<file path="config.mk">
export PLATFORM = sky130hd
export DESIGN_NAME = fit_policy_block_allocator_core
export DESIGN_NICKNAME = d
export VERILOG_FILES = /design/src/design/fpba_pkg.sv /design/src/design/fpba_cell.sv /design/src/design/fit_policy_block_allocator_core.sv
export SDC_FILE = /design/constraint.sdc
export NUM_CORES = 2
export LEC_CHECK = 0
export CAP_MARGIN = 20
export CORE_MARGIN = 4
export CORE_UTILIZATION = 55
export CTS_CLUSTER_DIAMETER = 40
export DETAILED_ROUTE_END_ITERATION = 10
export DONT_BUFFER_PORTS = 1
export PLACE_DENSITY = 0.7
export SYNTH_ARGS = -nofsm -noshare
export SYNTH_HDL_FRONTEND = slang
export SYNTH_SLANG_ARGS = --single-unit
</file>
<file path="constraint.sdc">
create_clock -name clk_i -period 2.9 [get_ports clk_i]
set_input_delay 0.58 -clock clk_i [delete_from_list [all_inputs] [get_ports clk_i]]
set_output_delay 0.58 -clock clk_i [all_outputs]
set_load 0.03 [all_outputs]
</file>
<file path="src/design/fpba_pkg.sv">
package fpba_pkg;

  // fixed field widths of the words on the ports
  localparam int unsigned PartW   = 4;
  localparam int unsigned AmountW = 16;
  localparam int unsigned ModeW   = 2;

  // placement policy codes
  typedef enum logic [ModeW-1:0] {
    FIT_FIRST = 2'd0,
    FIT_BEST  = 2'd1,
    FIT_WORST = 2'd2
  } fit_mode_e;

  // item operation codes
  typedef enum logic {
    OP_LOAD  = 1'b0,
    OP_ALLOC = 1'b1
  } op_e;

  // input word
  typedef struct packed {
    op_e                op;
    logic [PartW-1:0]   partition;
    logic [AmountW-1:0] amount;
  } alloc_in_t;

  // result word
  typedef struct packed {
    logic               granted;
    logic [PartW-1:0]   chosen_partition;
    logic [AmountW-1:0] remaining;
  } alloc_out_t;

endpackage

</file>
<file path="src/design/fpba_cell.sv">
module fpba_cell #(
  parameter int unsigned SizeBits = 16,
  parameter int unsigned IdxW     = 4,
  parameter int unsigned CellIdx  = 0
) (
  input  logic                clk_i,
  input  logic                rst_ni,
  input  fpba_pkg::fit_mode_e mode_i,
  input  logic [SizeBits-1:0] req_i,
  input  logic                wr_en_i,
  input  logic [IdxW-1:0]     wr_idx_i,
  input  logic [SizeBits-1:0] wr_data_i,
  input  logic                found_i,
  input  logic [IdxW-1:0]     idx_i,
  input  logic [SizeBits-1:0] val_i,
  output logic                found_o,
  output logic [IdxW-1:0]     idx_o,
  output logic [SizeBits-1:0] val_o
);
  import fpba_pkg::*;

  localparam logic [IdxW-1:0] MyIdx = IdxW'(CellIdx);

  logic [SizeBits-1:0] free_q;
  logic                found_q;
  logic [IdxW-1:0]     idx_q;
  logic [SizeBits-1:0] val_q;
  logic                fits;
  logic                take;

  // does this partition beat the candidate handed in from the left
  assign fits = (free_q >= req_i);

  always_comb begin
    case (mode_i)
      FIT_FIRST: take = fits && (free_q != '0) && !found_i;
      FIT_BEST:  take = fits && (!found_i || (free_q < val_i));
      FIT_WORST: take = fits && (!found_i || (free_q > val_i));
      default:   take = 1'b0;
    endcase
  end

  // free size of this partition
  always_ff @(posedge clk_i or negedge rst_ni) begin
    if (!rst_ni) begin
      free_q <= '0;
    end else if (wr_en_i && (wr_idx_i == MyIdx)) begin
      free_q <= wr_data_i;
    end
  end

  // candidate handed on to the next cell
  always_ff @(posedge clk_i or negedge rst_ni) begin
    if (!rst_ni) begin
      found_q <= 1'b0;
    end else begin
      found_q <= take || found_i;
    end
  end

  always_ff @(posedge clk_i) begin
    idx_q <= take ? MyIdx : idx_i;
    val_q <= take ? free_q : val_i;
  end

  assign found_o = found_q;
  assign idx_o   = idx_q;
  assign val_o   = val_q;

endmodule

</file>
<file path="src/design/fit_policy_block_allocator_core.sv">
// Partition allocator with first, best and worst fit placement. Each partition's
// free size lives in one cell of a chain; an allocate word sends a candidate down
// the chain one cell per cycle, then a commit state writes the result, and
// allocates are handled one at a time. A load word for a partition in range is
// written straight into its cell and answered from the result register. The
// input is taken whenever the block is idle and the result register is free or
// being drained. fit_mode is written over the cfg channel, which is always ready.
module fit_policy_block_allocator_core #(
  parameter int unsigned NumPartitions = 16,
  parameter int unsigned SizeBits      = 16
) (
  input  logic                         clk_i,
  input  logic                         rst_ni,
  input  logic                         cfg_valid_i,
  output logic                         cfg_ready_o,
  input  logic [fpba_pkg::ModeW-1:0]   cfg_data_i,
  input  logic                         in_valid_i,
  output logic                         in_ready_o,
  input  fpba_pkg::alloc_in_t          in_word_i,
  output logic                         out_valid_o,
  input  logic                         out_ready_i,
  output fpba_pkg::alloc_out_t         out_word_o
);
  import fpba_pkg::*;

  localparam int unsigned IdxW = $clog2(NumPartitions);
  localparam logic [IdxW-1:0] LastCnt = IdxW'(NumPartitions - 1);

  typedef enum logic [1:0] {
    ST_IDLE,
    ST_SCAN,
    ST_COMMIT
  } state_e;

  state_e              state_q;
  logic [IdxW-1:0]     cnt_q;
  logic [SizeBits-1:0] req_q;
  fit_mode_e           fit_mode_q;
  logic                out_vld_q;
  alloc_out_t          out_word_q;

  logic [SizeBits-1:0] amt_s;
  logic                in_range;
  logic                out_free;
  logic                in_fire;
  logic                commit_fire;
  logic                grant;
  logic [SizeBits-1:0] rem_s;
  logic                wr_en;
  logic [IdxW-1:0]     wr_idx;
  logic [SizeBits-1:0] wr_data;

  logic [NumPartitions:0] chain_found;
  logic [IdxW-1:0]        chain_idx [NumPartitions+1];
  logic [SizeBits-1:0]    chain_val [NumPartitions+1];

  // handshake and item decode
  assign cfg_ready_o = 1'b1;
  assign out_free    = !out_vld_q || out_ready_i;
  assign in_ready_o  = (state_q == ST_IDLE) && out_free;
  assign in_fire     = in_valid_i && in_ready_o;
  assign commit_fire = (state_q == ST_COMMIT) && out_free;
  assign amt_s       = SizeBits'(in_word_i.amount);
  assign in_range    = (32'(in_word_i.partition) < 32'(NumPartitions));

  // result of the scan at the end of the chain
  assign grant = chain_found[NumPartitions] && (chain_val[NumPartitions] != '0);
  assign rem_s = chain_val[NumPartitions] - req_q;

  // write port broadcast to the cells
  always_comb begin
    wr_en   = 1'b0;
    wr_idx  = IdxW'(in_word_i.partition);
    wr_data = amt_s;
    if (in_fire && (in_word_i.op == OP_LOAD) && in_range) begin
      wr_en = 1'b1;
    end else if (commit_fire && grant) begin
      wr_en   = 1'b1;
      wr_idx  = chain_idx[NumPartitions];
      wr_data = rem_s;
    end
  end

  // empty candidate enters the first cell
  assign chain_found[0] = 1'b0;
  assign chain_idx[0]   = '0;
  assign chain_val[0]   = '0;

  // chain of partition cells
  for (genvar k = 0; k < NumPartitions; k++) begin : g_cell
    fpba_cell #(
      .SizeBits (SizeBits),
      .IdxW     (IdxW),
      .CellIdx  (k)
    ) u_cell (
      .clk_i     (clk_i),
      .rst_ni    (rst_ni),
      .mode_i    (fit_mode_q),
      .req_i     (req_q),
      .wr_en_i   (wr_en),
      .wr_idx_i  (wr_idx),
      .wr_data_i (wr_data),
      .found_i   (chain_found[k]),
      .idx_i     (chain_idx[k]),
      .val_i     (chain_val[k]),
      .found_o   (chain_found[k+1]),
      .idx_o     (chain_idx[k+1]),
      .val_o     (chain_val[k+1])
    );
  end

  // sequencer, policy register and result register
  always_ff @(posedge clk_i or negedge rst_ni) begin
    if (!rst_ni) begin
      state_q    <= ST_IDLE;
      cnt_q      <= '0;
      req_q      <= '0;
      fit_mode_q <= FIT_BEST;
      out_vld_q  <= 1'b0;
      out_word_q <= '0;
    end else begin
      if (cfg_valid_i) begin
        fit_mode_q <= fit_mode_e'(cfg_data_i);
      end
      if (out_vld_q && out_ready_i) begin
        out_vld_q <= 1'b0;
      end
      case (state_q)
        ST_IDLE: begin
          if (in_fire) begin
            if (in_word_i.op == OP_LOAD) begin
              out_vld_q                   <= 1'b1;
              out_word_q.granted          <= 1'b0;
              out_word_q.chosen_partition <= in_word_i.partition;
              out_word_q.remaining        <= in_range ? AmountW'(amt_s) : '0;
            end else begin
              req_q   <= amt_s;
              cnt_q   <= '0;
              state_q <= ST_SCAN;
            end
          end
        end
        ST_SCAN: begin
          cnt_q <= cnt_q + 1'b1;
          if (cnt_q == LastCnt) begin
            state_q <= ST_COMMIT;
          end
        end
        ST_COMMIT: begin
          if (out_free) begin
            out_vld_q <= 1'b1;
            if (grant) begin
              out_word_q.granted          <= 1'b1;
              out_word_q.chosen_partition <= PartW'(chain_idx[NumPartitions]);
              out_word_q.remaining        <= AmountW'(rem_s);
            end else begin
              out_word_q <= '0;
            end
            state_q <= ST_IDLE;
          end
        end
        default: begin
          state_q <= ST_IDLE;
        end
      endcase
    end
  end

  assign out_valid_o = out_vld_q;
  assign out_word_o  = out_word_q;

endmodule

</file>
Yosys cells after proc, flatten, opt, wreduce, memory -nomap -nowiden
Cells that the tools add are included.

Output and inout port bits: 24. Logic and storage cells: 373. Flip-flop bits (word level): 623. Bits of input ports: 28.

Order comparisons: 46. Add/subtract/negate cells: 2. Reduce and logical (&&, ||, !) cells: 173. Bitwise operators: 1. Muxes and demuxes: 55. Eq/ne operators: 25.

Operator list (count): $mux 16 (17); $reduce_bool 16->1 (17); $ge 16x16->1 (16); $gt 16x16->1 (15); $lt 16x16->1 (15); $logic_and 1x1->1 (84); $mux 21 (4); $logic_or 1x1->1 (46); $pmux 1 s3 (15); $pmux 21 s2 (1); $eq 4x4->1 const B (9); $eq 4x3->1 const B (4); $logic_not 1->1 (16); $mux 4 (4); $sub 16x16->16 (1); $ne 2x2->1 const B (5); $eq 4x2->1 const B (2); $mux 2 (4); $pmux 4 s2 (1); $reduce_and 4->1 (2); $mux 1 (6); $pmux 2 s3 (1); $reduce_and 3->1 (2); $add 4x1->4 const B (1); 9 further kinds (14).

Depth between registers and ports, before layout
Depth in word-level cells: 8. Gate-level depth with buffers: 12. Gate-level depth less buffers: 11.

Modules after synthesis
Synthesis repeated with hierarchy kept, for this count alone.

Cell total of the unflattened synthesis: 4596. Area, all modules: 43166.4 µm².

Modules (own cells, without submodules): fpba_cell at g_cell[10].u_cell ... (area each 2479.9 µm², instances 5, cells each 264, sequential area each 825.8 µm²); fpba_cell at g_cell[1].u_cell ... (area each 2549.9 µm², instances 2, cells each 265, sequential area each 825.8 µm²); fpba_cell at g_cell[4].u_cell ... (area each 2548.7 µm², instances 2, cells each 264, sequential area each 825.8 µm²); fpba_cell at g_cell[11].u_cell ... (area each 2487.4 µm², instances 2, cells each 263, sequential area each 825.8 µm²); fpba_cell at g_cell[13].u_cell ... (area each 2482.4 µm², instances 2, cells each 264, sequential area each 825.8 µm²); fit_policy_block_allocator_core (area each 3084.2 µm², instances 1, cells each 373, sequential area each 1152.4 µm²); fpba_cell at g_cell[0].u_cell (area each 2548.7 µm², instances 1, cells each 265, sequential area each 825.8 µm²); fpba_cell at g_cell[15].u_cell (area each 2517.4 µm², instances 1, cells each 263, sequential area each 825.8 µm²); fpba_cell at g_cell[3].u_cell (area each 2479.9 µm², instances 1, cells each 263, sequential area each 825.8 µm²).

Worst setup path after synthesis
No wires, ideal clock.

Kind: register to register. Start: register req_q[0]. End: register g_cell[0].u_cell.free_q[14]. Period minus slack after synthesis: 3053 ps. Data required time: 2775 ps. Arrival time: 2929 ps. Slack: -153 ps. Stages on the path, launching flop included: 12. Setup time: 125 ps. Path through: dfrtp_1 ha_1 inv_1 fa_1 a21o_1 a221oi_2 o22ai_2 a211oi_2 xnor2_1 mux2_4 buf_6 mux2_2.

Longest elaborated chain between the ends: 3.

Ends and longest elaborated chain: start: declaration (RTL line fit_policy_block_allocator_core.sv:37) `logic [SizeBits-1:0] req_q;`; start signal: assignment (RTL line fit_policy_block_allocator_core.sv:137) `req_q <= amt_s;`; $sub 16x16->16 (RTL line fit_policy_block_allocator_core.sv:68) `assign rem_s = chain_val[NumPartitions] - req_q;`; $mux 16 (RTL line fit_policy_block_allocator_core.sv:77) `end else if (commit_fire && grant) begin`; $mux 16 (RTL line fit_policy_block_allocator_core.sv:75) `if (in_fire && (in_word_i.op == OP_LOAD) && in_range) begin`; end signal: assignment (RTL line fpba_cell.sv:48) `free_q <= wr_data_i;`; end: declaration (RTL line fpba_cell.sv:24) `logic [SizeBits-1:0] free_q;`.

Every way passes these cells. A chain may end at the register's enable or synchronous reset.

Worst setup path in the final report
Start: register g_cell[14].u_cell.free_q[1]. End: register g_cell[14].u_cell.val_q[0].

Longest elaborated chain between the ends: 5. Elaborated cells between the ends (all ways): 12. Classes of those cells: order compare: 3; mux: 2; reduce/logical: 7.

Ends and longest elaborated chain: start: declaration (RTL line fpba_cell.sv:24); start signal: assignment (RTL line fpba_cell.sv:48); $gt 16x16->1 (tied with other cells) (RTL line fpba_cell.sv:38) `FIT_WORST: take = fits && (!found_i || (free_q > val_i));`; $logic_or 1x1->1 (tied with other cells) (RTL line fpba_cell.sv:38); $logic_and 1x1->1 (on tied branches) (RTL line fpba_cell.sv:38, fpba_cell.sv:36, fpba_cell.sv:37); $pmux 1 s3 (*) (RTL line fpba_cell.sv:35) `case (mode_i)`; $mux 16 (*) (RTL line fpba_cell.sv:63) `val_q <= take ? free_q : val_i;`; end signal: assignment (RTL line fpba_cell.sv:63); end: declaration (RTL line fpba_cell.sv:27) `logic [SizeBits-1:0] val_q;`.

Every way passes the cells marked *; elsewhere a longest branch is shown, timed or not.

==> impl_metrics.yaml <==
outcome:
  status: "complete, but fails checks"
  violations: "hold timing"
synthesis:
  ys_async_sr_fraction_pct: 51.0
  yosysTopAreaCell: "dfrtp_1"
  yosysTopAreaCellShare_pct: 23.0
  ys_warn_count: 0
  syn_area_per_cell_um2: 10.2
  ys_types: 76
  synth_edf_count: 0
  synth-seq-cells: 623
  synth_top_flop_cell: "dfrtp_1"
  syn-cell-area_mm2: 0.0344
  syn_nets: 3919
  yosysSeqAreaShare_pct: 40.9
  synthCells: 3375
  synth.area.top_cells: "dfrtp_1, ha_1, dfxtp_1"
floorplan:
  core_area_mm2: 0.0618
  std_cell_rows: 91
  ios: 52
  dieArea_mm2: 0.0667
  initial_core_util_pct: 55.7
  die_height_um: 258
  fp.dieW_um: 258
job:
  maxCapViolCount: 0
timing:
  fmax_mhz: 347
  hold_viol: 317
  maxSlewViolCount: 0
  min_period_ps: 2880
  relSlewSlack_pct: 22.2
  skew_ps: 28.4
  setup_viol: 0
  tightest_slew_ps: 1170
  rsz0062_at_grt: "yes"
  finalCritPeriodShare_pct: 99.4
  whs_ps: -380
layout:
  nets: 4187
  multiInputGateArea_mm2: 0.0193
  area_growth_pct: 21.1
  drive_gt1_share_pct: 25.0
  diodes: 0
  final_common_cell: "ha_1"
  fillers: 4709
  post-route-util_pct: 67.4
  final_cell_mix: "ha_1, mux2_2, dfrtp_1"
  fin_area_mm2: 0.0417
  regArea_mm2: 0.0141
setup_path:
  path_delay_family: "simple AND/OR/NAND/NOR gates"
  reg2regPathDepth: 10
  crit_slowest_cell: "or4b_2"
  path_class: "register to register"
  slowest_delay_ps: 630
  cp.depth: 10
  crit_buf_inv: 2
  rrSetupSlack_ps: 20
  path_cells: "ha_1 > nor2b_1 > o211ai_1 > a2111oi_1 > or4b_2 > mux2i_1 > a21oi_2 > buf_6 > buf_12 > mux2_2"
  crit_required_ps: 3430
  path_max_fanout: 10
  crit_arrival_ps: 3420
  end_kind: "register"
  startpoint_type: "register"
clocking:
  clk_latency_ps: 670
  clkTransAtPathRegs_ps: 60
  root_buffer: "clkbuf_16"
  cts_hold_buf: 1
  cts_htree_levels: 3
  clock_sinks: 623
  numCtsBuffers: 105
  cts_tree: "done"
  clockBufferDepth: 3
pwr:
  power_density_mw_per_mm2: 1230
  power_leakage_uw: 0.0191
  power_uw: 51100
  ir_worst_vdd_mv: 0.720
global_routing:
  grt_pass1_vias: 29200
  grt_max_degree: 319
  grt_pass1_wl_um: 173000
  gr-total-overflow: 0
  grt_antenna_before_repair: 1
  grt.total_usage_pct: 33.6
routing:
  drt-vias-per-instance: 6.23
  dr_total_vias: 28500
  drc: 0
  totalWireLength_um: 115000
  final_antenna_net_count: 0
  wire_per_inst_um: 25.1
  first_pass_iters: 8
  drt-initial-drc-count: 2634
placement:
  hpwl_um: 81800
  port-buffer-count: 0
  globalplace.congestion: 0.993
  place_area_mm2: 0.0372
hold_path:
  hp-class: "input port to async pin"
-- area by class of cell --
cell class / count / share of cell area, %
Timing Repair Buffer: 275 / 5.97
Clock buffer: 116 / 6.57
Clock inverter: 83 / 2.27
Sequential cell: 623 / 33.8
Inverter: 272 / 2.46
Multi-Input combinational cell: 2366 / 46.4
Tap cell: 837 / 2.51
-- cell families (layout without fill, tap and decap cells) --
| family | count (synthesis) | after routing | synth area share (%) |
|---|---|---|---|
| AND/OR/NAND/NOR | 809 | 809 | 12.3 |
| AO/OA/AOI/OAI | 682 | 683 | 12.1 |
| flip-flops | 623 | 623 | 40.9 |
| adder cells (fa/ha/maj) | 516 | 516 | 18.8 |
| buffers and inverters | 388 | 746 | 4.50 |
| multiplexers | 343 | 344 | 11.1 |
| XOR/XNOR | 13 | 13 | 0.331 |
| other | 1 | 1 | 0.0109 |
-- state kept, by name (all words and copies together) (netlist names), 4 cells and up --
signal	cells
out_word_o	21
g_cell.u_cell.found_o	16
req_q	16
g_cell.u_cell.val_o	256
g_cell.u_cell.free_q	256
cnt_q	4
g_cell.u_cell.idx_o	49
-- per-layer routing --
metal / vias up / GRT usage, % / wire length [um]
met1: 13900 / 42.6 / 45500
li1: 12900 / - / -
met3: 408 / 7.02 / 9720
met2: 1243 / 53.1 / 51200
met5: - / 0 / 0
met4: 0 / 19.9 / 8270
-- power breakdown --
part | leakage [uW] | total [uW] | internal, uW | switching (uW)
registers | 0.00662 | 15100 | 11800 | 3290
clock network | 0.00176 | 12800 | 7850 | 4920
logic | 0.0107 | 23300 | 10500 | 12800
-- synthesized netlist by cell type, types with 11 or more instances --
cell type and n:
a21o_1 51, o31ai_1 15, nor3b_1 20, dfxtp_1 305, nand2_1 117, a21oi_1 308
or2_2 22, o21ai_0 116, clkbuf_1 54, a2111oi_0 35, mux2_2 318, nor4bb_1 15
nand4_1 100, nand3_1 65, nor3_1 19, o211ai_1 24, inv_1 272, ha_1 515
nor4_1 99, dfrtp_1 317, nor2b_1 37, a211oi_1 27, a31oi_1 24, o22ai_1 14
nand2b_1 36, nor2_1 237, mux2i_1 24, buf_2 50, o2111ai_1 11
-- per-stage QoR --
step / cells / setup TNS (ps) / setup slack (ps)
after floorplan: 3375 / 0 / 27.7
after global placement: 4341 / -6660 / -251
after detailed placement: 4341 / -9910 / -352
after CTS: 4547 / 0 / 0.598
after global routing: 4572 / -1540 / -53.4
final: 4572 / 0 / 16.0
-- repair_timing --
item | in CTS | in global routing
pin swaps | 6 | 35
resized for setup | 11 | 125
setup buffers | 5 | 13
cloned | 1 | 12
hold endpoints to repair | 319 | 318
setup endpoints to repair | 118 | 250
-- final timing paths --
kind                                        startpoint                     endpoint
min in group clk_i                       cfg_data_i[0]                fit_mode_q[0]
hold reg to reg              g_cell[5].u_cell.idx_o[1]    g_cell[6].u_cell.idx_o[1]
setup reg to reg           g_cell[14].u_cell.free_q[1]   g_cell[14].u_cell.val_o[0]
hold / removal                                  rst_ni  g_cell[15].u_cell.free_q[3]
setup / recovery           g_cell[14].u_cell.free_q[1]   g_cell[14].u_cell.val_o[0]
max in group asynchronous                       rst_ni  g_cell[5].u_cell.free_q[11]
(Power assumes the default switching activity.)
